File: src/rtl/core/bqps_pkg.sv
// Shared types, codes and widths of the byte queue with pattern search.
package bqps_pkg;

  // Default sizes
  localparam int CAPACITY_DEF    = 1024;
  localparam int MAX_PATTERN_DEF = 8;

  // Field widths
  localparam int OPCODE_W  = 3;
  localparam int DATA_W    = 8;
  localparam int POS_W     = 10;
  localparam int FILL_W    = 11;
  localparam int CFG_W     = 64;
  localparam int PLEN_W    = 4;
  localparam int CFG_IDX_W = 1;

  // Operation codes
  typedef enum logic [OPCODE_W-1:0] {
    OP_PUSH   = 3'd0,
    OP_POP    = 3'd1,
    OP_PEEK   = 3'd2,
    OP_SEARCH = 3'd3,
    OP_FLUSH  = 3'd4
  } opcode_e;

  // Configuration register indexes
  typedef enum logic [CFG_IDX_W-1:0] {
    REG_PATTERN_BYTES  = 1'b0,
    REG_PATTERN_LENGTH = 1'b1
  } cfg_reg_e;

  // Controller states
  typedef enum logic [2:0] {
    ST_IDLE   = 3'b001,
    ST_READ   = 3'b010,
    ST_SEARCH = 3'b100
  } state_e;

  // Commands from controller to datapath
  typedef struct packed {
    logic accept;
    logic load_imm;
    logic load_read;
    logic search_start;
    logic search_run;
    logic load_search;
  } ctrl_cmd_t;

  // Status from datapath to controller
  typedef struct packed {
    logic out_busy;
    logic search_viable;
    logic search_hit;
    logic search_end;
  } dp_status_t;

endpackage

File: src/rtl/core/bqps_if.sv
// Request, result and configuration channel interfaces of the byte queue.
interface bqps_in_if;
  logic                             valid;
  logic                             ready;
  logic [bqps_pkg::OPCODE_W-1:0]    opcode;
  logic [bqps_pkg::DATA_W-1:0]      data_in;
  logic [bqps_pkg::POS_W-1:0]       position;

  modport source (output valid, output opcode, output data_in, output position, input ready);
  modport sink   (input valid, input opcode, input data_in, input position, output ready);
endinterface


File: src/rtl/core/bqps_ctrl.sv
// Controller state machine of the byte queue: sequences requests and searches.
module bqps_ctrl (
  input  logic                   clk_i,
  input  logic                   rst_ni,
  bqps_in_if.sink                in_if,
  input  bqps_pkg::dp_status_t   status_i,
  output bqps_pkg::ctrl_cmd_t    cmd_o
);
  import bqps_pkg::*;

  state_e state_q, state_d;
  logic   ready_c;

  // Decide commands and next state
  always_comb begin
    state_d = state_q;
    cmd_o   = '0;
    ready_c = 1'b0;
    unique case (state_q)
      ST_IDLE: begin
        ready_c      = !status_i.out_busy;
        cmd_o.accept = in_if.valid && ready_c;
        if (cmd_o.accept) begin
          unique case (in_if.opcode) inside
            OP_POP, OP_PEEK: begin
              state_d = ST_READ;
            end
            OP_SEARCH: begin
              if (status_i.search_viable) begin
                cmd_o.search_start = 1'b1;
                state_d            = ST_SEARCH;
              end else begin
                cmd_o.load_imm = 1'b1;
              end
            end
            default: begin
              cmd_o.load_imm = 1'b1;
            end
          endcase
        end
      end
      ST_READ: begin
        cmd_o.load_read = 1'b1;
        state_d         = ST_IDLE;
      end
      ST_SEARCH: begin
        cmd_o.search_run = 1'b1;
        if (status_i.search_hit || status_i.search_end) begin
          cmd_o.load_search = 1'b1;
          state_d           = ST_IDLE;
        end
      end
      default: begin
        state_d = ST_IDLE;
      end
    endcase
  end

  assign in_if.ready = ready_c;

  // Hold state
  always_ff @(posedge clk_i or negedge rst_ni) begin
    if (!rst_ni) begin
      state_q <= ST_IDLE;
    end else begin
      state_q <= state_d;
    end
  end

endmodule

File: src/flat_wrapper.sv
// flat-port wrapper written by rule: the top's interface ports become plain ports
module bqps_ctrl_flat import bqps_pkg::*;
  (clk_i, rst_ni, status_i, cmd_o, in_if_valid, in_if_opcode, in_if_data_in, in_if_position, in_if_ready);
  bqps_in_if in_if_i ();
  input  logic clk_i;
  input  logic rst_ni;
  input  bqps_pkg::dp_status_t status_i;
  output bqps_pkg::ctrl_cmd_t cmd_o;
  input wire logic [$bits(in_if_i.valid)-1:0] in_if_valid;
  input wire logic [$bits(in_if_i.opcode)-1:0] in_if_opcode;
  input wire logic [$bits(in_if_i.data_in)-1:0] in_if_data_in;
  input wire logic [$bits(in_if_i.position)-1:0] in_if_position;
  output wire logic [$bits(in_if_i.ready)-1:0] in_if_ready;
  assign in_if_i.valid = in_if_valid;
  assign in_if_i.opcode = in_if_opcode;
  assign in_if_i.data_in = in_if_data_in;
  assign in_if_i.position = in_if_position;
  assign in_if_ready = in_if_i.ready;
  bqps_ctrl u_core (.clk_i(clk_i), .rst_ni(rst_ni), .in_if(in_if_i), .status_i(status_i), .cmd_o(cmd_o));
endmodule
File: config.mk
export PLATFORM = sky130hd
export DESIGN_NAME = bqps_ctrl_flat
export DESIGN_NICKNAME = d
export VERILOG_FILES = /design/src/rtl/core/bqps_pkg.sv /design/src/rtl/core/bqps_if.sv /design/src/rtl/core/bqps_ctrl.sv /design/src/flat_wrapper.sv
export SDC_FILE = /design/constraint.sdc
export NUM_CORES = 1
export LEC_CHECK = 0
export BUFFER_PORTS_ARGS = -buffer_cell sky130_fd_sc_hd__buf_4
export CAP_MARGIN = 30
export CORE_AREA = 3 3 40 42
export CTS_CLUSTER_DIAMETER = 150
export DETAILED_ROUTE_END_ITERATION = 6
export DIE_AREA = 0 0 43 45
export RECOVER_POWER = 25
export REMOVE_ABC_BUFFERS = 1
export SLEW_MARGIN = 20
export SYNTH_ARGS = -nofsm -noshare
export SYNTH_HDL_FRONTEND = slang
export SYNTH_SLANG_ARGS = --single-unit
File: constraint.sdc
create_clock -name clk_i -period 1.8 [get_ports clk_i]
set_clock_uncertainty 0.1 [all_clocks]
set_input_delay 0.45 -clock clk_i [delete_from_list [all_inputs] [get_ports clk_i]]
set_output_delay 0.45 -clock clk_i [all_outputs]
set_load 0.05 [all_outputs]
==> reports/qor.csv, run 1 <==
metric;value;unit
Crit-path slowest cell;dfstp_2;
synthesis-to-finish area growth;113;%
Tmin final;1.94;ns
Post-DP Area;402;sq um
Yosys Warn Count;0;
Synth Area in XOR/XNOR;3.89;%
Post-Synth Adder-Cell Area;0;%
actual slew at the worst max-slew pin;0.291;ns
Synth Area in Compound Gates;11.1;%
Core Area;1280;sq um
RSZ-0062 raised after global routing;true;
Sink Count;3;
Worst setup SP type;flip-flop;
number of global-route vias before repair;290;
commonest cells after routing, fill and taps aside;buf_4 (15), buf_6 (5), clkbuf_4 (3);
Hold EP;u_core.state_q[1]$_DFFE_PN0P_;
share of cells above drive strength 1;62.0;%
number of max-cap violations;0;
FF-to-FF path depth;5;
cell count after synthesis;23;
Hold Crit Class;input pin to flip-flop;
critical path fanouts, max;4;
Fin. Hold Viols;0;
DP Worst Slack;-0.00240;ns
Worst Path Required;1.25;ns
WS Path Type;flip-flop to output pin;
# diodes;0;
P_leak;0.227;nW
Cell Area, Synth;225;sq um
DRT antenna net count;0;
DRT Pass-1 Iters;3;
Fmax;516;MHz
Synth top area share;22.2;%
fin worst setup slack;-0.138;ns
Skew-Pair Late Insertion Delay;0.23;ns
Vias;275;
gr usage total;7.94;%
Rows;13;
Syn Area/Cell;9.79;sq um
CTS Root Cell;clkbuf_4;
worst reg-to-reg setup slack;0.34;ns
Die ar.;1940;sq um
clock tree from TritonCTS;done;
DRC errors left;0;
routed len/inst;9.77;um
crit share post-route;108;%
via density per instance;4.23;
Area contributors post-synth;dfrtp_1 (22%), dfstp_2 (12%), nor4b_4 (11%);
largest net degree at the start of global routing;5;
DIE WIDTH;43;um
I/O pins;35;
hold path startpoint;in_if_opcode[2];
Worst setup EP type;output pin;
Worst R2R Start;u_core.state_q[0]$_DFFE_PN1P_;
Num CTS Buffers;3;
Final Instance Area;480;sq um
maximum vdd drop;238;uV
Largest Register;u_core.state_q;
Top Registers;u_core.state_q: 3 flops;
CP top delay family;flip-flops;
fin nets;79;
largest family of logic cells by synthesized area;simple AND/OR/NAND/NOR gates;
Power Density;570;nW/um^2
H-tree depth;1;
dpl hpwl;472;um
Clk pin slew, worst setup/hold paths;0.04;ns
failing checks;negative setup slack;
grt total ovfl;0;
die height;45;um
worst r2r dst;u_core.state_q[1]$_DFFE_PN0P_;
Final Setup Violations;5;
fin. max-slew vios;0;
Hold Slack;0.288;ns
mux cell area share after synthesis;0;%
outcome;complete, but fails checks;
relative slew slack;80.5;%
initial core utilization;17.5;%
multi-input logic area;158;sq um
simple-gate portion of the synthesized area;49.4;%
Placer Congestion;0.627;
CP max stage delay;0.52;ns
WP depth;4;
first-pass GRT wire length;1.08;mm
WP buf/inv;1;
drt total wl;635;um
#FFs+latches synth;3;
crit-path cells;nor4b_4 > nand2_2 > nor2_2 > buf_6;
Reg area;76.3;sq um
Largest register FFs;3;
post-synth top area cell;dfrtp_1;
Synth cell types;17;
hold depth;2;
initial antenna violation count;0;
Iter 0 DRT Violations;2;
Port Buf Inserts;16;
fillers;140;
Longest Clk Path Bufs;2;
most common cell after layout, fill and taps aside;buf_4;
CP arrival;1.39;ns
Seq/Total Area, Yosys;33.9;%
[synthesized netlist by cell type, drive strengths merged]
cell type and n:
a22oi 1, and3b 1, dfrtp 2, dfstp 1, inv 1, nand2 1
nand2b 1, nand4b 1, nand4bb 1, nor2 5, nor3 3, nor3b 1
nor4b 1, o21a 1, o32a 1, xnor2 1
[through the flow]
stage,total power (W),std cells,TNS [ns],utilization (%)
2_1_floorplan,0.000107,23,-3.10,-
3_3_place_gp,0.000147,59,-0.0185,31.3
3_5_place_dp,0.000147,59,-0.00240,31.3
4_1_cts,0.000281,65,-0.610,37.3
5_1_grt,0.000288,65,-0.948,37.4
6_report,0.000274,65,-0.517,37.4
[kinds of logic after synthesis]
group | Yosys count
simple gates | 15
compound gates | 3
flops | 3
xor+xnor | 1
buf+inv | 1
[layer usage]
| metal | global-route usage, % | wire [um] |
|---|---|---|
| met3 | 2.79 | 64 |
| met1 | 8.76 | 230 |
| met4 | 7.23 | 0 |
| met5 | 0 | 0 |
| met2 | 12.0 | 339 |
[worst max path at each step]
stage,from,endpoint,slack [ns]
after global placement,status_i[3],cmd_o[4],-0.01
after CTS,u_core.state_q[0]$_DFFE_PN1P_,cmd_o[2],-0.15
final,u_core.state_q[0]$_DFFE_PN1P_,cmd_o[4],-0.14
after detailed placement,status_i[3],cmd_o[2],-0.002
after floorplan,u_core.state_q[0]$_DFFE_PN1P_,cmd_o[2],-0.78
after global routing,u_core.state_q[0]$_DFFE_PN1P_,cmd_o[4],-0.22
[repair_timing]
| action | CTS | global route |
|---|---|---|
| hold endpoints to repair | 2 | 0 |
| cloned | 0 | 0 |
| pin swaps | 3 | 1 |
| buffers inserted | 1 | 0 |
| gates resized for setup | 10 | 1 |
| hold buffers | 1 | 0 |
| setup endpoints to repair | 6 | 7 |
[report_power, final]
| part | switching (W) | total [W] | internal (W) | leakage, nW |
|---|---|---|---|---|
| clock network | 0.0000351 | 0.000118 | 0.0000831 | 0.0150 |
| registers | 0.00000145 | 0.0000717 | 0.0000702 | 0.0382 |
| logic | 0.0000411 | 0.0000842 | 0.0000431 | 0.174 |
[layout make-up]
| class | instances | area share [%] |
|---|---|---|
| clock buffers | 4 | 5.47 |
| inverters | 1 | 0.781 |
| multi-input cells | 19 | 32.8 |
| flip-flops and latches | 3 | 15.9 |
| well taps | 15 | 3.91 |
| repair buffers | 23 | 41.1 |
Note: power is estimated with default switching activity, not from simulation.
==> run 2: changes to the inputs <==
--- a/config.mk
+++ b/config.mk
@@ -13,6 +13,7 @@
 export DIE_AREA = 0 0 43 45
 export RECOVER_POWER = 25
 export REMOVE_ABC_BUFFERS = 1
+export SETUP_SLACK_MARGIN = 0.15
 export SLEW_MARGIN = 20
 export SYNTH_ARGS = -nofsm -noshare
 export SYNTH_HDL_FRONTEND = slang
==> constraint.sdc (replaced) <==
create_clock -name clk_i -period 1.8 [get_ports clk_i]
set_clock_uncertainty 0.1 [all_clocks]
set_input_delay 0.18 -clock clk_i [delete_from_list [all_inputs] [get_ports clk_i]]
set_output_delay 0.18 -clock clk_i [all_outputs]
set_load 0.05 [all_outputs]
==> run 2 against run 1 <==
The flow now finishes without violations. Register-to-register slack better by 0.11 ns. First-iteration DRC count rose to 3.5 times the previous value. Final cell count fell by 3.1%. Wire length fell by 0.79%. Critical path depth unchanged. Global-route usage is 0.43 points lower. Critical path type unchanged. Critical endpoint unchanged. Highest routed layer unchanged.
==> reports/qor.csv, run 2 (same netlist as run 1, synthesis figures left out) <==
metric;value;unit;change
outcome;complete, no violations;;
fillers;144;;+2.9%
Post-DP Area;364;sq um;-9.3%
DRT Pass-1 Iters;3;;unchanged
Power Density;595;nW/um^2;+4.3%
FF-to-FF path depth;4;;-1
Placer Congestion;0.647;;+3.3%
Rows;13;;unchanged
DP Worst Slack;0.275;ns;+0.278 ns
Skew-Pair Late Insertion Delay;0.23;ns;about the same
multi-input logic area;153;sq um;-3.2%
synthesis-to-finish area growth;99.4;%;
largest net degree at the start of global routing;5;;unchanged
fin. max-slew vios;0;;unchanged
number of max-cap violations;0;;unchanged
Longest Clk Path Bufs;2;;unchanged
CTS Root Cell;clkbuf_4;;
Hold Crit Class;input pin to flip-flop;;
Tmin final;1.68;ns;-0.262 ns
Tot Pwr;0.000267;W;-2.5%
number of global-route vias before repair;278;;-4.1%
fin nets;77;;-2.5%
Clk pin slew, worst setup/hold paths;0.04;ns;about the same
Fmax;597;MHz;+16%
Top Registers;u_core.state_q: 3 flops;;
Reg area;76.3;sq um;unchanged
drt total wl;630;um;-0.79%
Core Area;1280;sq um;unchanged
via density per instance;4.29;;+1.3%
hold depth;2;;unchanged
Fin. Hold Viols;0;;unchanged
first-pass GRT wire length;1.01;mm;-6.4%
actual slew at the worst max-slew pin;0.314;ns;+0.0237 ns
crit share post-route;93.1;%;-15 points
relative slew slack;78.9;%;-1.6 points
Port Buf Inserts;16;;unchanged
DRT antenna net count;0;;unchanged
clock tree from TritonCTS;done;;
DIE WIDTH;43;um;unchanged
initial antenna violation count;0;;unchanged
# diodes;0;;unchanged
hold path startpoint;in_if_opcode[2];;
critical path fanouts, max;4;;unchanged
die height;45;um;unchanged
Worst R2R Start;u_core.state_q[0]$_DFFE_PN1P_;;
gr usage total;7.51;%;-0.43 points
Iter 0 DRT Violations;7;;+5
Vias;270;;-1.8%
worst r2r dst;u_core.state_q[1]$_DFFE_PN0P_;;
I/O pins;35;;unchanged
Hold EP;u_core.state_q[1]$_DFFE_PN0P_;;
maximum vdd drop;267;uV;+12%
DRC errors left;0;;unchanged
Final Util;35.0;%;-2.4 points
P_leak;0.213;nW;-6.2%
Final Setup Violations;0;;-5
worst reg-to-reg setup slack;0.45;ns;+0.11 ns
Worst setup EP type;output pin;;
WS Path Type;flip-flop to output pin;;
CP arrival;1.40;ns;about the same
routed len/inst;10.0;um;+2.4%
Final Instance Area;449;sq um;-6.5%
RSZ-0062 raised after global routing;true;;
H-tree depth;1;;unchanged
Num CTS Buffers;3;;unchanged
grt total ovfl;0;;unchanged
most common cell after layout, fill and taps aside;buf_4;;
initial core utilization;17.5;%;unchanged
Worst setup SP type;flip-flop;;
Die ar.;1940;sq um;unchanged
commonest cells after routing, fill and taps aside;buf_4 (15), buf_6 (4), nor2_2 (3), clkbuf_4 (3);;
Largest register FFs;3;;unchanged
Worst Path Required;1.52;ns;+0.27 ns
Largest Register;u_core.state_q;;
fin worst setup slack;0.124;ns;+0.262 ns
share of cells above drive strength 1;60.4;%;-1.6 points
Sink Count;3;;unchanged
## run 2: cell types whose count changed in the layout (fill, tap and decap cells not counted)
| cell | previous run | this run |
|---|---|---|
| buf_8 | 1 | 0 |
| nor2_4 | 1 | 0 |
| nor2_2 | 2 | 3 |
| buf_6 | 5 | 4 |
## run 2: final cells by class
type | count | area share (%)
multi-input cells | 19 | 34.0
well taps | 15 | 4.18
inverters | 1 | 0.836
repair buffers | 21 | 38.2
flip-flops and latches | 3 | 17.0
clock buffers | 4 | 5.85
## run 2: power by group
group          internal [W]  switching [W]  total (W)
Sequential        0.0000702     0.00000204  0.0000722
Combinational     0.0000375      0.0000389  0.0000764
Clock             0.0000831      0.0000353   0.000118
## run 2: worst max path at each step
stage	start	to	cells past startpoint
floorplan	u_core.state_q[0]$_DFFE_PN1P_	cmd_o[2]	3
global placement	u_core.state_q[0]$_DFFE_PN1P_	cmd_o[4]	4
detailed placement	u_core.state_q[0]$_DFFE_PN1P_	cmd_o[4]	4
CTS	u_core.state_q[0]$_DFFE_PN1P_	cmd_o[4]	4
global route	u_core.state_q[0]$_DFFE_PN1P_	cmd_o[2]	4
finish	u_core.state_q[0]$_DFFE_PN1P_	cmd_o[4]	4
## run 2: worst max-delay path, cell delays in order, from the launching register on
cell     delay [ns]
dfstp_2        0.52
nor4b_4        0.22
nand2_2        0.13
nor2_2         0.12
buf_6          0.17
## run 2: routing by layer
metal  routed length [um]  GRT usage (%)  vias up
met2                  324           12.0       13
met4                    0           5.42        0
li1                     -              -      135
met3                   63           3.98        0
met1                  242           7.51      122
met5                    0              0        -
## run 2: stage by stage
stage	instances	hold WS, ns	setup TNS (ns)
CTS	63	0.0146	0
detailed placement	54	-0.130	0
floorplan	23	-0.216	-1.75
global route	63	0.0172	0
global placement	54	-0.130	0
finish	63	0.0204	0
## run 2: repair_timing
action	4_1_cts	5_1_grt
gates resized for setup	5	2
buffers inserted	4	0
pin swaps	4	1
hold endpoints to repair	3	0
hold buffers	1	0
endpoints found under the setup margin	3	4
